$ cat src/rtl/core/gsa_pkg.sv
// Shared types and codes for the global sequence alignment unit.
package gsa_pkg;

    localparam logic [1:0] ACT_LOAD_FIRST  = 2'd0;
    localparam logic [1:0] ACT_LOAD_SECOND = 2'd1;
    localparam logic [1:0] ACT_RUN         = 2'd2;

    localparam logic [1:0] ERR_NONE = 2'd0;
    localparam logic [1:0] ERR_GAP  = 2'd1;
    localparam logic [1:0] ERR_LONG = 2'd2;

    localparam logic [7:0] GAP_SYMBOL_RESET = 8'd45;

    typedef enum logic [1:0] {
        DIR_DIAG,
        DIR_UP,
        DIR_LEFT
    } t_dir;

    typedef enum logic [2:0] {
        S_IDLE,
        S_SCAN,
        S_INIT,
        S_ROW,
        S_FILL,
        S_TRACE,
        S_EMIT,
        S_SINGLE
    } t_state;

    typedef struct packed {
        logic signed [6:0] score;
        logic              has_column;
        logic [7:0]        first_column;
        logic [7:0]        second_column;
        logic [1:0]        error;
        logic              last;
    } t_result;

endpackage

$ cat src/rtl/core/gsa_if.sv
// Valid/ready channel interfaces for the alignment unit's input and result items.
interface gsa_in_if;
    logic       valid;
    logic       ready;
    logic [1:0] action;
    logic [7:0] symbol;

    modport source(output valid, output action, output symbol, input ready);
    modport sink(input valid, input action, input symbol, output ready);
endinterface

interface gsa_out_if;
    logic              valid;
    logic              ready;
    logic signed [6:0] score;
    logic              has_column;
    logic [7:0]        first_column;
    logic [7:0]        second_column;
    logic [1:0]        error;
    logic              last;

    modport source(output valid, output score, output has_column, output first_column,
                   output second_column, output error, output last, input ready);
    modport sink(input valid, input score, input has_column, input first_column,
                 input second_column, input error, input last, output ready);
endinterface

$ cat src/rtl/core/gsa_out_stage.sv
// Output register that holds one result item until the receiver takes it.
module gsa_out_stage (
    input  logic             i_clk,
    input  logic             i_rst_n,
    input  logic             i_load,
    input  gsa_pkg::t_result i_res,
    output logic             o_free,
    gsa_out_if.source        o_res
);
    import gsa_pkg::*;

    logic    r_valid;
    t_result r_res;

    assign o_free = !r_valid || o_res.ready;

    always_ff @(posedge i_clk) begin
        if (!i_rst_n) begin
            r_valid <= 1'b0;
        end else if (i_load) begin
            r_valid <= 1'b1;
        end else if (o_res.ready) begin
            r_valid <= 1'b0;
        end
    end

    always_ff @(posedge i_clk) begin
        if (i_load) begin
            r_res <= i_res;
        end
    end

    assign o_res.valid         = r_valid;
    assign o_res.score         = r_res.score;
    assign o_res.has_column    = r_res.has_column;
    assign o_res.first_column  = r_res.first_column;
    assign o_res.second_column = r_res.second_column;
    assign o_res.error         = r_res.error;
    assign o_res.last          = r_res.last;

`ifndef SYNTHESIS
    a_load_when_free: assert property (@(posedge i_clk) disable iff (!i_rst_n)
        i_load |-> o_free) else $error("result loaded over an untaken item");
    a_load_shows: assert property (@(posedge i_clk) disable iff (!i_rst_n)
        i_load |=> o_res.valid) else $error("loaded item not presented");
    a_rise_from_load: assert property (@(posedge i_clk) disable iff (!i_rst_n)
        $rose(o_res.valid) |-> $past(i_load)) else $error("valid rose without a load");
`endif

endmodule

$ cat src/rtl/core/global_sequence_alignment_unit.sv
// Global sequence alignment unit: loads two byte sequences, aligns them on a run item.
//
// Input channel i_in: action 0 appends symbol to the first sequence, 1 to the second,
// 2 starts a run; action 3 is ignored. Load items are taken one per cycle while idle.
// Loads past MAX_LEN are dropped and flag the run with error 2.
// Result channel o_res: a run gives one item per aligned column, in forward order, each
// carrying the final score, the last one marked. An error or two empty sequences give a
// single item with has_column low. A run clears both sequences.
// A run scans both sequences for the gap symbol; unless it gives a single item, it then
// writes the border row, fills the table row by row with one shared add/compare unit,
// traces back and emits the columns. i_in.ready is low for the whole run. The result
// sits in an output register, so a stalled receiver only holds the emit loop or the
// single item; nothing is lost. Reset (synchronous, active low) empties both sequences,
// clears the error flags and the output register and sets gap_symbol to 45. No clearing
// pass is needed: every table entry read in a run is written earlier in that run. The
// user writes gap_symbol through i_cfg_we/i_cfg_data only while the block is idle, which
// the block itself does not enforce.
module global_sequence_alignment_unit #(
    parameter int MAX_LEN = 32
) (
    input  logic       i_clk,
    input  logic       i_rst_n,
    input  logic       i_cfg_we,
    input  logic [7:0] i_cfg_data,
    gsa_in_if.sink     i_in,
    gsa_out_if.source  o_res
);
    import gsa_pkg::*;

    localparam int LW  = $clog2(MAX_LEN + 1);
    localparam int SW  = LW + 2;
    localparam int TD  = MAX_LEN + 1;
    localparam int DA  = $clog2(TD * TD);
    localparam int SAW = (MAX_LEN > 1) ? $clog2(MAX_LEN) : 1;
    localparam int CW  = $clog2(2 * MAX_LEN);
    localparam int NW  = $clog2(2 * MAX_LEN + 1);
    localparam logic signed [SW-1:0] ONE = SW'(1);

    t_state r_state, n_state;
    logic   r_ph, n_ph;
    logic [7:0] r_gap_sym;
    logic [LW-1:0] r_len1, n_len1, r_len2, n_len2;
    logic r_ovf, n_ovf, r_gap_seen, n_gap_seen;
    logic [LW-1:0] r_i, n_i, r_j, n_j;
    logic [NW-1:0] r_k, n_k, r_n, n_n;
    logic signed [SW-1:0] r_left, n_left, r_diag, n_diag, r_score, n_score;

    logic [7:0]          m_first [MAX_LEN];
    logic [7:0]          m_second[MAX_LEN];
    logic signed [SW-1:0] m_row  [TD];
    t_dir                m_dir   [TD*TD];
    logic [15:0]         m_col   [2*MAX_LEN];

    logic [7:0]           r_fa_rd, r_sb_rd;
    logic signed [SW-1:0] r_row_rd;
    t_dir                 r_dir_rd;
    logic [15:0]          r_col_rd;

    logic accept, ld_first, ld_second, out_free, out_load;
    t_result out_res;

    logic [SAW-1:0] fa_addr, sb_addr;
    logic           row_we, dir_we, col_we;
    logic [LW-1:0]  row_waddr;
    logic signed [SW-1:0] row_wdata;
    logic [DA-1:0]  cell_addr, dir_waddr;
    t_dir           dir_wdata;
    logic [CW-1:0]  col_raddr;

    logic [LW-1:0] i_m1, j_m1, maxlen;
    logic signed [SW-1:0] neg_i, neg_j, neg_im1;
    logic signed [SW-1:0] up_val, left_val, diag_val, umax, best;
    logic up_ge, diag_take, scan_done, row_end, last_row, emit_last, tr_end;
    logic [LW-1:0] tr_i, tr_j;
    logic [7:0] tr_a, tr_b;

    assign accept    = i_in.valid && i_in.ready;
    assign i_in.ready = (r_state == S_IDLE);
    assign ld_first  = accept && (i_in.action == ACT_LOAD_FIRST);
    assign ld_second = accept && (i_in.action == ACT_LOAD_SECOND);

    assign i_m1    = r_i - LW'(1);
    assign j_m1    = r_j - LW'(1);
    assign neg_i   = -$signed(SW'(r_i));
    assign neg_j   = -$signed(SW'(r_j));
    assign neg_im1 = -$signed(SW'(i_m1));
    assign maxlen  = (r_len1 > r_len2) ? r_len1 : r_len2;
    assign cell_addr = DA'(DA'(r_i) * DA'(TD) + DA'(r_j));

    // Shared add/compare unit for one table cell.
    assign up_val    = r_row_rd - ONE;
    assign left_val  = r_left - ONE;
    assign diag_val  = (r_fa_rd == r_sb_rd) ? r_diag + ONE : r_diag - ONE;
    assign up_ge     = (up_val >= left_val);
    assign umax      = up_ge ? up_val : left_val;
    assign diag_take = (diag_val >= umax);
    assign best      = diag_take ? diag_val : umax;

    assign scan_done = (r_k >= NW'(maxlen));
    assign row_end   = (r_j == r_len2);
    assign last_row  = (r_i == r_len1);
    assign emit_last = (r_k == r_n - NW'(1));
    assign col_raddr = CW'(r_n - r_k - NW'(1));

    always_comb begin
        tr_i = r_i;
        tr_j = r_j;
        tr_a = r_fa_rd;
        tr_b = r_sb_rd;
        case (r_dir_rd)
            DIR_DIAG: begin
                tr_i = i_m1;
                tr_j = j_m1;
            end
            DIR_UP: begin
                tr_i = i_m1;
                tr_b = r_gap_sym;
            end
            default: begin
                tr_j = j_m1;
                tr_a = r_gap_sym;
            end
        endcase
    end
    assign tr_end = (tr_i == '0) && (tr_j == '0);

    // Next state.
    always_comb begin
        n_state = r_state;
        n_ph    = r_ph;
        case (r_state)
            S_IDLE: begin
                if (accept && i_in.action == ACT_RUN) begin
                    n_state = S_SCAN;
                    n_ph    = 1'b0;
                end
            end
            S_SCAN: begin
                if (r_ph) begin
                    n_ph = 1'b0;
                end else if (scan_done) begin
                    if (r_ovf || r_gap_seen || (r_len1 == '0 && r_len2 == '0)) begin
                        n_state = S_SINGLE;
                    end else begin
                        n_state = S_INIT;
                    end
                end else begin
                    n_ph = 1'b1;
                end
            end
            S_INIT: begin
                if (row_end) begin
                    n_state = (r_len1 == '0) ? S_TRACE : S_ROW;
                    n_ph    = 1'b0;
                end
            end
            S_ROW: begin
                if (r_len2 != '0) begin
                    n_state = S_FILL;
                    n_ph    = 1'b0;
                end else if (last_row) begin
                    n_state = S_TRACE;
                    n_ph    = 1'b0;
                end
            end
            S_FILL: begin
                n_ph = !r_ph;
                if (r_ph && row_end) begin
                    n_state = last_row ? S_TRACE : S_ROW;
                end
            end
            S_TRACE: begin
                n_ph = !r_ph;
                if (r_ph && tr_end) begin
                    n_state = S_EMIT;
                end
            end
            S_EMIT: begin
                if (!r_ph) begin
                    n_ph = 1'b1;
                end else if (out_free) begin
                    n_ph = 1'b0;
                    if (emit_last) begin
                        n_state = S_IDLE;
                    end
                end
            end
            S_SINGLE: begin
                if (out_free) begin
                    n_state = S_IDLE;
                end
            end
            default: begin
                n_state = S_IDLE;
                n_ph    = 1'b0;
            end
        endcase
    end

    // Datapath and memory controls.
    always_comb begin
        n_len1     = r_len1;
        n_len2     = r_len2;
        n_ovf      = r_ovf;
        n_gap_seen = r_gap_seen;
        n_i        = r_i;
        n_j        = r_j;
        n_k        = r_k;
        n_n        = r_n;
        n_left     = r_left;
        n_diag     = r_diag;
        n_score    = r_score;
        fa_addr    = SAW'(i_m1);
        sb_addr    = SAW'(j_m1);
        row_we     = 1'b0;
        row_waddr  = r_j;
        row_wdata  = best;
        dir_we     = 1'b0;
        dir_waddr  = cell_addr;
        dir_wdata  = DIR_LEFT;
        col_we     = 1'b0;
        out_load   = 1'b0;
        out_res    = '0;
        case (r_state)
            S_IDLE: begin
                if (ld_first) begin
                    if (r_len1 < LW'(MAX_LEN)) n_len1 = r_len1 + LW'(1);
                    else                       n_ovf  = 1'b1;
                end
                if (ld_second) begin
                    if (r_len2 < LW'(MAX_LEN)) n_len2 = r_len2 + LW'(1);
                    else                       n_ovf  = 1'b1;
                end
                n_k        = '0;
                n_gap_seen = 1'b0;
            end
            S_SCAN: begin
                fa_addr = SAW'(r_k);
                sb_addr = SAW'(r_k);
                if (r_ph) begin
                    if (r_k < NW'(r_len1) && r_fa_rd == r_gap_sym) n_gap_seen = 1'b1;
                    if (r_k < NW'(r_len2) && r_sb_rd == r_gap_sym) n_gap_seen = 1'b1;
                    n_k = r_k + NW'(1);
                end else if (scan_done) begin
                    // The border row is written at row zero.
                    n_i = '0;
                    n_j = '0;
                end
            end
            S_INIT: begin
                row_we    = 1'b1;
                row_wdata = neg_j;
                dir_we    = 1'b1;
                dir_wdata = DIR_LEFT;
                n_score   = neg_j;
                if (row_end) begin
                    n_i = (r_len1 == '0) ? '0 : LW'(1);
                    n_n = '0;
                end else begin
                    n_j = r_j + LW'(1);
                end
            end
            S_ROW: begin
                // Column zero of a row; the old row entry zero is the diagonal input.
                row_we    = 1'b1;
                row_waddr = '0;
                row_wdata = neg_i;
                dir_we    = 1'b1;
                dir_waddr = DA'(DA'(r_i) * DA'(TD));
                dir_wdata = DIR_UP;
                n_score   = neg_i;
                n_left    = neg_i;
                n_diag    = neg_im1;
                n_j       = (r_len2 == '0) ? '0 : LW'(1);
                if (r_len2 == '0 && !last_row) n_i = r_i + LW'(1);
            end
            S_FILL: begin
                if (r_ph) begin
                    row_we    = 1'b1;
                    dir_we    = 1'b1;
                    dir_wdata = diag_take ? DIR_DIAG : (up_ge ? DIR_UP : DIR_LEFT);
                    n_score   = best;
                    n_left    = best;
                    n_diag    = r_row_rd;
                    if (row_end) begin
                        if (!last_row) n_i = r_i + LW'(1);
                    end else begin
                        n_j = r_j + LW'(1);
                    end
                end
            end
            S_TRACE: begin
                if (r_ph) begin
                    col_we = 1'b1;
                    n_n    = r_n + NW'(1);
                    n_i    = tr_i;
                    n_j    = tr_j;
                    n_k    = '0;
                end
            end
            S_EMIT: begin
                out_res.score         = 7'(r_score);
                out_res.has_column    = 1'b1;
                out_res.first_column  = r_col_rd[15:8];
                out_res.second_column = r_col_rd[7:0];
                out_res.error         = ERR_NONE;
                out_res.last          = emit_last;
                if (r_ph && out_free) begin
                    out_load = 1'b1;
                    n_k      = r_k + NW'(1);
                    if (emit_last) begin
                        n_len1 = '0;
                        n_len2 = '0;
                        n_ovf  = 1'b0;
                    end
                end
            end
            S_SINGLE: begin
                out_res.last  = 1'b1;
                out_res.error = r_ovf ? ERR_LONG : (r_gap_seen ? ERR_GAP : ERR_NONE);
                if (out_free) begin
                    out_load   = 1'b1;
                    n_len1     = '0;
                    n_len2     = '0;
                    n_ovf      = 1'b0;
                    n_gap_seen = 1'b0;
                end
            end
            default: begin
                n_k = '0;
            end
        endcase
    end

    always_ff @(posedge i_clk) begin
        if (!i_rst_n) begin
            r_state    <= S_IDLE;
            r_ph       <= 1'b0;
            r_gap_sym  <= GAP_SYMBOL_RESET;
            r_len1     <= '0;
            r_len2     <= '0;
            r_ovf      <= 1'b0;
            r_gap_seen <= 1'b0;
            r_n        <= '0;
            r_k        <= '0;
        end else begin
            r_state    <= n_state;
            r_ph       <= n_ph;
            r_len1     <= n_len1;
            r_len2     <= n_len2;
            r_ovf      <= n_ovf;
            r_gap_seen <= n_gap_seen;
            r_n        <= n_n;
            r_k        <= n_k;
            if (i_cfg_we) r_gap_sym <= i_cfg_data;
        end
    end

    always_ff @(posedge i_clk) begin
        r_i     <= n_i;
        r_j     <= n_j;
        r_left  <= n_left;
        r_diag  <= n_diag;
        r_score <= n_score;
    end

    always_ff @(posedge i_clk) begin
        if (ld_first && r_len1 < LW'(MAX_LEN)) m_first[SAW'(r_len1)] <= i_in.symbol;
        r_fa_rd <= m_first[fa_addr];
    end

    always_ff @(posedge i_clk) begin
        if (ld_second && r_len2 < LW'(MAX_LEN)) m_second[SAW'(r_len2)] <= i_in.symbol;
        r_sb_rd <= m_second[sb_addr];
    end

    always_ff @(posedge i_clk) begin
        if (row_we) m_row[row_waddr] <= row_wdata;
        r_row_rd <= m_row[r_j];
    end

    always_ff @(posedge i_clk) begin
        if (dir_we) m_dir[dir_waddr] <= dir_wdata;
        r_dir_rd <= m_dir[cell_addr];
    end

    always_ff @(posedge i_clk) begin
        if (col_we) m_col[CW'(r_n)] <= {tr_a, tr_b};
        r_col_rd <= m_col[col_raddr];
    end

    gsa_out_stage u_out (
        .i_clk   (i_clk),
        .i_rst_n (i_rst_n),
        .i_load  (out_load),
        .i_res   (out_res),
        .o_free  (out_free),
        .o_res   (o_res)
    );

`ifndef SYNTHESIS
    a_fill_in_range: assert property (@(posedge i_clk) disable iff (!i_rst_n)
        (r_state == S_FILL) |-> (r_i != '0 && r_j != '0 && r_i <= r_len1 && r_j <= r_len2))
        else $error("fill cell outside the table");
    a_column_count: assert property (@(posedge i_clk) disable iff (!i_rst_n)
        r_n <= NW'(2 * MAX_LEN)) else $error("column buffer overrun");
    a_emit_index: assert property (@(posedge i_clk) disable iff (!i_rst_n)
        (r_state == S_EMIT) |-> (r_k < r_n)) else $error("emit index past column count");
    a_single_free: assert property (@(posedge i_clk) disable iff (!i_rst_n)
        (r_state == S_SINGLE && out_free) |=> (r_state == S_IDLE && r_len1 == '0))
        else $error("run did not finish after its single item");
`endif

endmodule

$ cat src/flat_wrapper.sv
// flat-port wrapper written by rule: the top's interface ports become plain ports
module global_sequence_alignment_unit_flat import gsa_pkg::*;
#(
    parameter int MAX_LEN = 32
)
  (i_clk, i_rst_n, i_cfg_we, i_cfg_data, i_in_valid, i_in_action, i_in_symbol, i_in_ready, o_res_valid, o_res_score, o_res_has_column, o_res_first_column, o_res_second_column, o_res_error, o_res_last, o_res_ready);
  gsa_in_if i_in_i ();
  gsa_out_if o_res_i ();
  input  logic i_clk;
  input  logic i_rst_n;
  input  logic i_cfg_we;
  input  logic [7:0] i_cfg_data;
  input wire logic [$bits(i_in_i.valid)-1:0] i_in_valid;
  input wire logic [$bits(i_in_i.action)-1:0] i_in_action;
  input wire logic [$bits(i_in_i.symbol)-1:0] i_in_symbol;
  output wire logic [$bits(i_in_i.ready)-1:0] i_in_ready;
  output wire logic [$bits(o_res_i.valid)-1:0] o_res_valid;
  output wire logic [$bits(o_res_i.score)-1:0] o_res_score;
  output wire logic [$bits(o_res_i.has_column)-1:0] o_res_has_column;
  output wire logic [$bits(o_res_i.first_column)-1:0] o_res_first_column;
  output wire logic [$bits(o_res_i.second_column)-1:0] o_res_second_column;
  output wire logic [$bits(o_res_i.error)-1:0] o_res_error;
  output wire logic [$bits(o_res_i.last)-1:0] o_res_last;
  input wire logic [$bits(o_res_i.ready)-1:0] o_res_ready;
  assign i_in_i.valid = i_in_valid;
  assign i_in_i.action = i_in_action;
  assign i_in_i.symbol = i_in_symbol;
  assign i_in_ready = i_in_i.ready;
  assign o_res_valid = o_res_i.valid;
  assign o_res_score = o_res_i.score;
  assign o_res_has_column = o_res_i.has_column;
  assign o_res_first_column = o_res_i.first_column;
  assign o_res_second_column = o_res_i.second_column;
  assign o_res_error = o_res_i.error;
  assign o_res_last = o_res_i.last;
  assign o_res_i.ready = o_res_ready;
  global_sequence_alignment_unit #(.MAX_LEN(MAX_LEN)) u_core (.i_clk(i_clk), .i_rst_n(i_rst_n), .i_cfg_we(i_cfg_we), .i_cfg_data(i_cfg_data), .i_in(i_in_i), .o_res(o_res_i));
endmodule
$ cat config.mk
export PLATFORM = sky130hd
export DESIGN_NAME = global_sequence_alignment_unit_flat
export DESIGN_NICKNAME = d
export VERILOG_FILES = /design/src/rtl/core/gsa_pkg.sv /design/src/rtl/core/gsa_if.sv /design/src/rtl/core/gsa_out_stage.sv /design/src/rtl/core/global_sequence_alignment_unit.sv /design/src/flat_wrapper.sv
export SDC_FILE = /design/constraint.sdc
export NUM_CORES = 2
export LEC_CHECK = 0
export BUFFER_PORTS_ARGS = -buffer_cell sky130_fd_sc_hd__buf_2
export CAP_MARGIN = 10
export CORE_UTILIZATION = 63
export DETAILED_ROUTE_END_ITERATION = 7
export PLACE_DENSITY_LB_ADDON = 0.25
export SLEW_MARGIN = 10
export SYNTH_ARGS = -nofsm -noshare
export SYNTH_HDL_FRONTEND = slang
export SYNTH_SLANG_ARGS = --single-unit
export TNS_END_PERCENT = 100
$ cat constraint.sdc
create_clock -name i_clk -period 44.9 [get_ports i_clk]
set_input_delay 8.98 -clock i_clk [delete_from_list [all_inputs] [get_ports i_clk]]
set_output_delay 8.98 -clock i_clk [all_outputs]
set_load 0.05 [all_outputs]
# After elaboration in Yosys (flattened, before gate mapping)
# Memories as Yosys holds them, arrays and structs flattened. A register that Yosys moved wholly into a read port is not among the register bits.
# Cells that the tools add are included.
# word_totals
n_memories	5
input_bits	23
register_bits	103
ramBits	3978
elab_cells	255
output_inout_bits	29
# mem_list
memory	words	width	read_ports	rd_ports_with_merged_regs	write_ports	line_no	text
u_core.m_dir	1089	2	1	1	1	global_sequence_alignment_unit.sv:51	t_dir m_dir [TD*TD];
u_core.m_col	64	16	1	1	1	global_sequence_alignment_unit.sv:52	logic [15:0] m_col [2*MAX_LEN];
u_core.m_row	33	8	1	1	1	global_sequence_alignment_unit.sv:50	logic signed [SW-1:0] m_row [TD];
u_core.m_first	32	8	1	1	1	global_sequence_alignment_unit.sv:48	logic [7:0] m_first [MAX_LEN];
u_core.m_second	32	8	1	1	1	global_sequence_alignment_unit.sv:49	logic [7:0] m_second[MAX_LEN];
# classes
magnitude_cmp	8
mux	110
n_eq_ne	39
addsub	19
n_reduce_logical	52
multipliers	1
# op_table
op	n
2-to-1 mux 6 bit	22
one-hot mux 6 bit (5 select lines)	2
2-to-1 mux 8 bit	7
one-hot mux 8 bit (2 select lines)	3
2-to-1 mux 3 bit	15
one-hot mux 6 bit (3 select lines)	2
2-to-1 mux 1 bit	35
2-to-1 mux 7 bit	5
inequality test 2 x 1 -> 1 bit (second input constant)	14
one-hot mux 7 bit (4 select lines)	1
adder 6 x 1 -> 6 bit (second input constant)	4
equality test 8 bit	3
zero test 6 bit	4
negator 6 -> 8 bit	3
one-hot mux 3 bit (8 select lines)	1
subtractor 8 x 2 -> 8 bit (second input constant)	3
one-hot mux 7 bit (3 select lines)	1
subtractor 6 x 1 -> 6 bit (second input constant)	3
2-to-1 mux 17 bit	1
greater-or-equal comparator 8 bit	2
AND reduction 4 bit	4
adder 7 x 1 -> 7 bit (second input constant)	2
logical AND 1 bit	14
< comparator 7 x 6 -> 1 bit	2
other kinds (42)	76

# Depth between registers and ports, before layout
# logic_depth
depth_word	8
mapped_depth	24
depth_no_buf	22

# Modules after synthesis
# From an unflattened synthesis, not the netlist that was laid out.
# unflattened
cells_unflattened	8929
hier_area_um2	167944.8
# modules_own_cells
module	area_each_um2	cells_per_inst	n_inst
global_sequence_alignment_unit	167085.2	8898	1
gsa_out_stage	859.6	31	1

# Worst setup path after synthesis
# OpenSTA, ideal clock, no wires.
# synth_timing
path_type	reg2reg
startpoint	register u_core.r_left[0]
endpoint	memory u_core.m_dir[0][1] (netlist bit) (data pin)
required_time_ps	39653
stages_incl_launch_ff	23
period_less_slack_ps	34867
t_arrival_ps	29620
slack_ps	10033
path_buffers	2
cell_sequence	edfxtp_1 > inv_1 > ha_1 > ha_1 > a21o_1 > a21o_1 > a21o_1 > a21o_1 > a221oi_1 > o31a_1 > buf_2 > mux2_2 > ha_1 > a21o_1 > a21o_1 > a21o_1 > a21o_1 > a21o_1 > a2111oi_0 > or2_2 > buf_2 > a21oi_1 > nor2_1
# synth_between
elab_chain_cells	7
word_cells_on_any_way	8
cone_classes	1 x add/sub; 2 x order compare; 5 x mux
# synth_rtl
element	line_no	text
start, declared	global_sequence_alignment_unit.sv:46	logic signed [SW-1:0] r_left, n_left, r_diag, n_diag, r_score, n_score;
start signal, assigned	global_sequence_alignment_unit.sv:362	r_left <= n_left;
subtractor 8 x 2 -> 8 bit *	global_sequence_alignment_unit.sv:92	assign left_val = r_left - ONE;
greater-or-equal comparator 8 bit	global_sequence_alignment_unit.sv:94	assign up_ge = (up_val >= left_val);
2-to-1 mux 8 bit	global_sequence_alignment_unit.sv:95	assign umax = up_ge ? up_val : left_val;
greater-or-equal comparator 8 bit	global_sequence_alignment_unit.sv:96	assign diag_take = (diag_val >= umax);
2-to-1 mux 2 bit *	global_sequence_alignment_unit.sv:281	dir_wdata = diag_take ? DIR_DIAG : (up_ge ? DIR_UP : DIR_LEFT);
2-to-1 mux 2 bit *	global_sequence_alignment_unit.sv:278	if (r_ph) begin
one-hot mux 2 bit (2 select lines) *	global_sequence_alignment_unit.sv:224	case (r_state)
named net u_core.dir_wdata[1]	global_sequence_alignment_unit.sv:67	t_dir dir_wdata;
end, declared	global_sequence_alignment_unit.sv:51	
# Mark *: on every way through the listed nets, which the timed path passes. The rest lies on a longest branch.

# Worst setup path after layout
# layout_timing
startpoint	register u_core.r_state[2]
endpoint	output i_in_ready
# layout_between
elab_chain_cells	1
# layout_rtl
element	line_no	text
start, declared	global_sequence_alignment_unit.sv:39	t_state r_state, n_state;
start signal, assigned	global_sequence_alignment_unit.sv:347	r_state <= n_state;
zero test 3 bit	global_sequence_alignment_unit.sv:78	assign i_in.ready = (r_state == S_IDLE);
end, declared	flat_wrapper.sv:16	output wire logic [$bits(i_in_i.ready)-1:0] i_in_ready;
# No other way between the ends.

==> results.txt <==
Die area -> 268,900 um2
Tightest Pin Transition -> 1.308 ns
RSZ-0062 raised after global routing -> false
Kind of critical path -> flop to output port
P_sw -> 5.382 mW
Slowest cell on crit path -> dfxtp_1
DRT iter0 DRCs -> 13,385
Hold Fails Final Rpt -> 0
Final max-slew violation count -> 0
Drt pass-1 iters -> 8
Seq/Total Area, Yosys -> 0.7315
Critical Path Source -> u_core.r_state[2]
Placed Instances -> 12,317
Post-Synthesis Cell Area -> 168,100 um2
Gate power share -> 0.430
Post-route setup TNS -> 0 ns
Family with the most delay on the worst path -> flip-flops
Fin cells -> 13,064
CP Cell Sequence -> nor3_1 > buf_4 > buf_2
Hold Path Origin -> u_core.m_row[32][3]
Area occupied by multi-input gates -> 42,610 um2
First-pass GRT wire length -> 624.1 mm
Post-CTS setup buffer count -> 0
Pint -> 8.844 mW
Share of cells above drive strength 1 -> 0.2246
CP startpoint kind -> flop
Part of the power in the clock network -> 0.238
CP peak stage delay -> 0.71 ns
Ys flop type -> edfxtp_1
Hold depth -> 2
GPL Wtd Cong -> 0.8941
Vias in the first global route -> 91,025
Number of synthesized flops with an enable pin -> 4,040
Crit path buf inv count -> 2
Post-Route WL -> 428.6 mm
Post-CTS resize count -> 0
Crit Path Max Fanout -> 17
Seq pwr share -> 0.333
Status -> complete, but fails checks
Peak VDD IR -> 0.1659 mV
Ports -> 52
Yosys warns -> 0
Arr. time, crit path -> 2.24 ns
Die height -> 518.6 um
Row Count -> 189
Final Net Count -> 9,295
Core region area -> 265,300 um2
Cell count after synthesis -> 9,158
CP required -> 35.92 ns
Period minus WS final -> 11.22 ns
Remaining global-route overflow -> 0
Leakage -> 57.77 nW
CTS Root Cell -> clkbuf_16
CTS tree -> done
Layout Skew -> 0.04881 ns
Failing checks -> DRC
Hold/Removal Path Class -> flop to flop
Initial Utilization -> 0.6337
# clock sinks -> 4,123
Clk pin slew, worst setup/hold paths -> 0.06 ns
H-Tree Depth -> 5
CP Capture Type -> output port
Gr usage total -> 0.3211
RR Startpoint -> u_core.r_row_rd[0]
Avg Cell Area, Syn -> 18.36 um2
Area delta synth->final -> 10.33%
Clk Latency, worst-skew pair -> 1.00 ns
Initial antenna violation count -> 14
Clock tree buffer depth -> 4
Hold buffers post-CTS -> 0
Reg2Reg Depth -> 26
Fillers -> 15,973
R2r setup slk -> 34.46 ns
Synth async-reset ratio -> 0
Period utilization -> 0.2499
Critical Path Stages -> 3
# DRC -> 7
Register Area -> 123,000 um2
PortBufs -> 51
Hpwl dp -> 235.1 mm
Fmax -> 0.08911 GHz
Via count -> 90,450
Routed wire length per instance -> 32.81 um
Die span in x -> 518.6 um
DRT antenna net count -> 0
Endpoints failing setup -> 0
Max Cap Violations -> 0
Number of synthesized register bits -> 4,123
R2R Path End -> u_core.m_dir[389][0]
P per Cell Area -> 76.69 nW/um2
Vias per inst -> 6.924
Sw Share -> 0.3783
Syn_nets -> 9,260
Netlist cell types -> 91
Slew headroom -> 0.1269
Total CTS buffers -> 399
Hold endpoint -> u_core.r_row_rd[3]
Largest net degree at the start of global routing -> 266
[Yosys cell counts, drive strengths merged, types with 17 or more instances]
master	n	share of area
nor2b	36	0.0013
buf	323	0.010
edfxtp	4040	0.72
xor2	41	0.0021
clkbuf	316	0.0071
a311oi	18	0.00094
nand3	129	0.0038
a2111oi	17	0.00096
nor2	1397	0.031
a21oi	128	0.0039
and2	28	0.0010
xnor2	66	0.0035
o21ai	112	0.0033
dfxtp	83	0.0099
a21o	26	0.0012
inv	63	0.0014
mux2i	146	0.0087
a31oi	30	0.0011
and3	55	0.0020
o211ai	31	0.0014
ha	76	0.0057
nor4	17	0.00063
mux4	1085	0.15
nand2	441	0.0099
o22ai	18	0.00067
a211oi	60	0.0028
nand4	49	0.0018
mux2	59	0.0040
nor3	57	0.0017
nand2b	19	0.00071
[cell usage in the layout, fill, tap and decap left out, types with 55 or more instances in the layout]
cell / n
mux2_2: 58
xnor2_1: 61
edfxtp_1: 4040
a211oi_1: 57
clkinv_1: 85
clkbuf_16: 407
mux4_2: 1085
clkbuf_1: 67
o21ai_0: 102
buf_4: 207
ha_1: 74
clkinv_2: 76
inv_1: 61
nand3_1: 129
mux2i_1: 145
nand2_1: 389
nor2_1: 1373
dfxtp_1: 83
a21oi_1: 118
and3_1: 55
[area by class of cell]
class | count | share of cell area
flip-flops and latches | 4123 | 0.6630
multi-input cells | 4330 | 0.2297
clock buffers | 478 | 0.05656
well taps | 3533 | 0.02383
clock inverters | 254 | 0.01412
repair buffers | 273 | 0.01137
inverters | 66 | 0.001336
diodes | 7 | 0.00009443
[sequential cells by signal, summed over array words and instances, names as in the netlist, 8 cells and up]
signal                            count
u_core.m_second                     256
u_core.r_sb_rd                        8
u_core.r_gap_sym                      8
u_core.r_row_rd                       8
u_core.m_dir                       2178
u_core.r_left                         8
u_core.r_diag                         8
u_core.u_out.o_res.first_column       8
u_core.m_first                      256
u_core.r_fa_rd                        8
u_core.r_col_rd                      16
u_core.u_out.o_res.second_column      8
u_core.m_row                        264
u_core.m_col                       1024
[worst register-to-register path, cell delays in order (launching register included)]
cell and delay [ns]:
dfxtp_1 0.42, inv_1 0.08, ha_1 0.31, inv_1 0.05
ha_1 0.27, a21o_1 0.16, a21o_1 0.18, a21o_1 0.17
a21o_1 0.18, a221oi_1 0.29, o31a_1 0.57, mux2_2 0.43
ha_1 0.30, a21o_1 0.16, a21o_1 0.17, a21o_1 0.17
a21o_1 0.18, a21o_1 0.17, a2111oi_0 0.50, or2_2 0.38
nand2_1 0.14, nand2_4 0.49, buf_4 0.66, buf_4 0.81
buf_4 0.86, buf_4 0.92, buf_4 1.04
[through the flow]
| step | setup slack, ns | area (um2) | power (mW) | utilization | hold WS (ns) |
|---|---|---|---|---|---|
| after floorplan | 10.03 | 168100 | 8.885 | - | 0.4215 |
| after global placement | 33.47 | 172200 | 10.66 | 0.6489 | 0.4859 |
| after detailed placement | 33.37 | 172200 | 10.76 | 0.6489 | 0.4724 |
| after CTS | 33.68 | 185300 | 14.12 | 0.6983 | 0.4906 |
| after global routing | 33.61 | 185500 | 14.61 | 0.6991 | 0.5224 |
| final | 33.68 | 185500 | 14.23 | 0.6991 | 0.4828 |
[power groups by stage]
stage	Clock, mW	Sequential [mW]	Combinational [mW]
2_1_floorplan	0	4.95	3.94
3_3_place_gp	0	4.81	5.86
3_5_place_dp	0	4.81	5.95
4_1_cts	3.40	4.73	5.99
5_1_grt	3.54	4.73	6.35
6_report	3.38	4.73	6.12
[how the worst max path moves through the flow]
stage	endpoint
finish	i_in_ready
global route	u_core.m_dir[390][0]
CTS	i_in_ready
detailed placement	u_core.m_first[7][0]
global placement	u_core.m_first[7][0]
floorplan	u_core.m_dir[0][1]
[per-layer routing]
| layer | global-route usage | up-vias | part of all wire |
|---|---|---|---|
| li1 | - | 36510 | - |
| met1 | 0.4539 | 47013 | 0.37 |
| met2 | 0.4978 | 5945 | 0.47 |
| met3 | 0.07340 | 970 | 0.12 |
| met4 | 0.1185 | 12 | 0.040 |
| met5 | 0 | - | 0.00017 |
[logic make-up (layout without fill, tap and decap cells)]
group                      after synthesis  in the layout  share of synthesized area
AOI/OAI and AO/OA                      577            577                    0.02343
xor gates and xnor gates               107            107                   0.005619
adders and majority gates               79             79                   0.006013
buffers and inverters                  705           1071                    0.01898
DFF                                   4123           4123                     0.7315
muxes                                 1290           1290                     0.1580
other                                    0              7                          0
and+or+nand+nor                       2277           2277                    0.05651
Note: power is estimated with default switching activity, not from simulation.
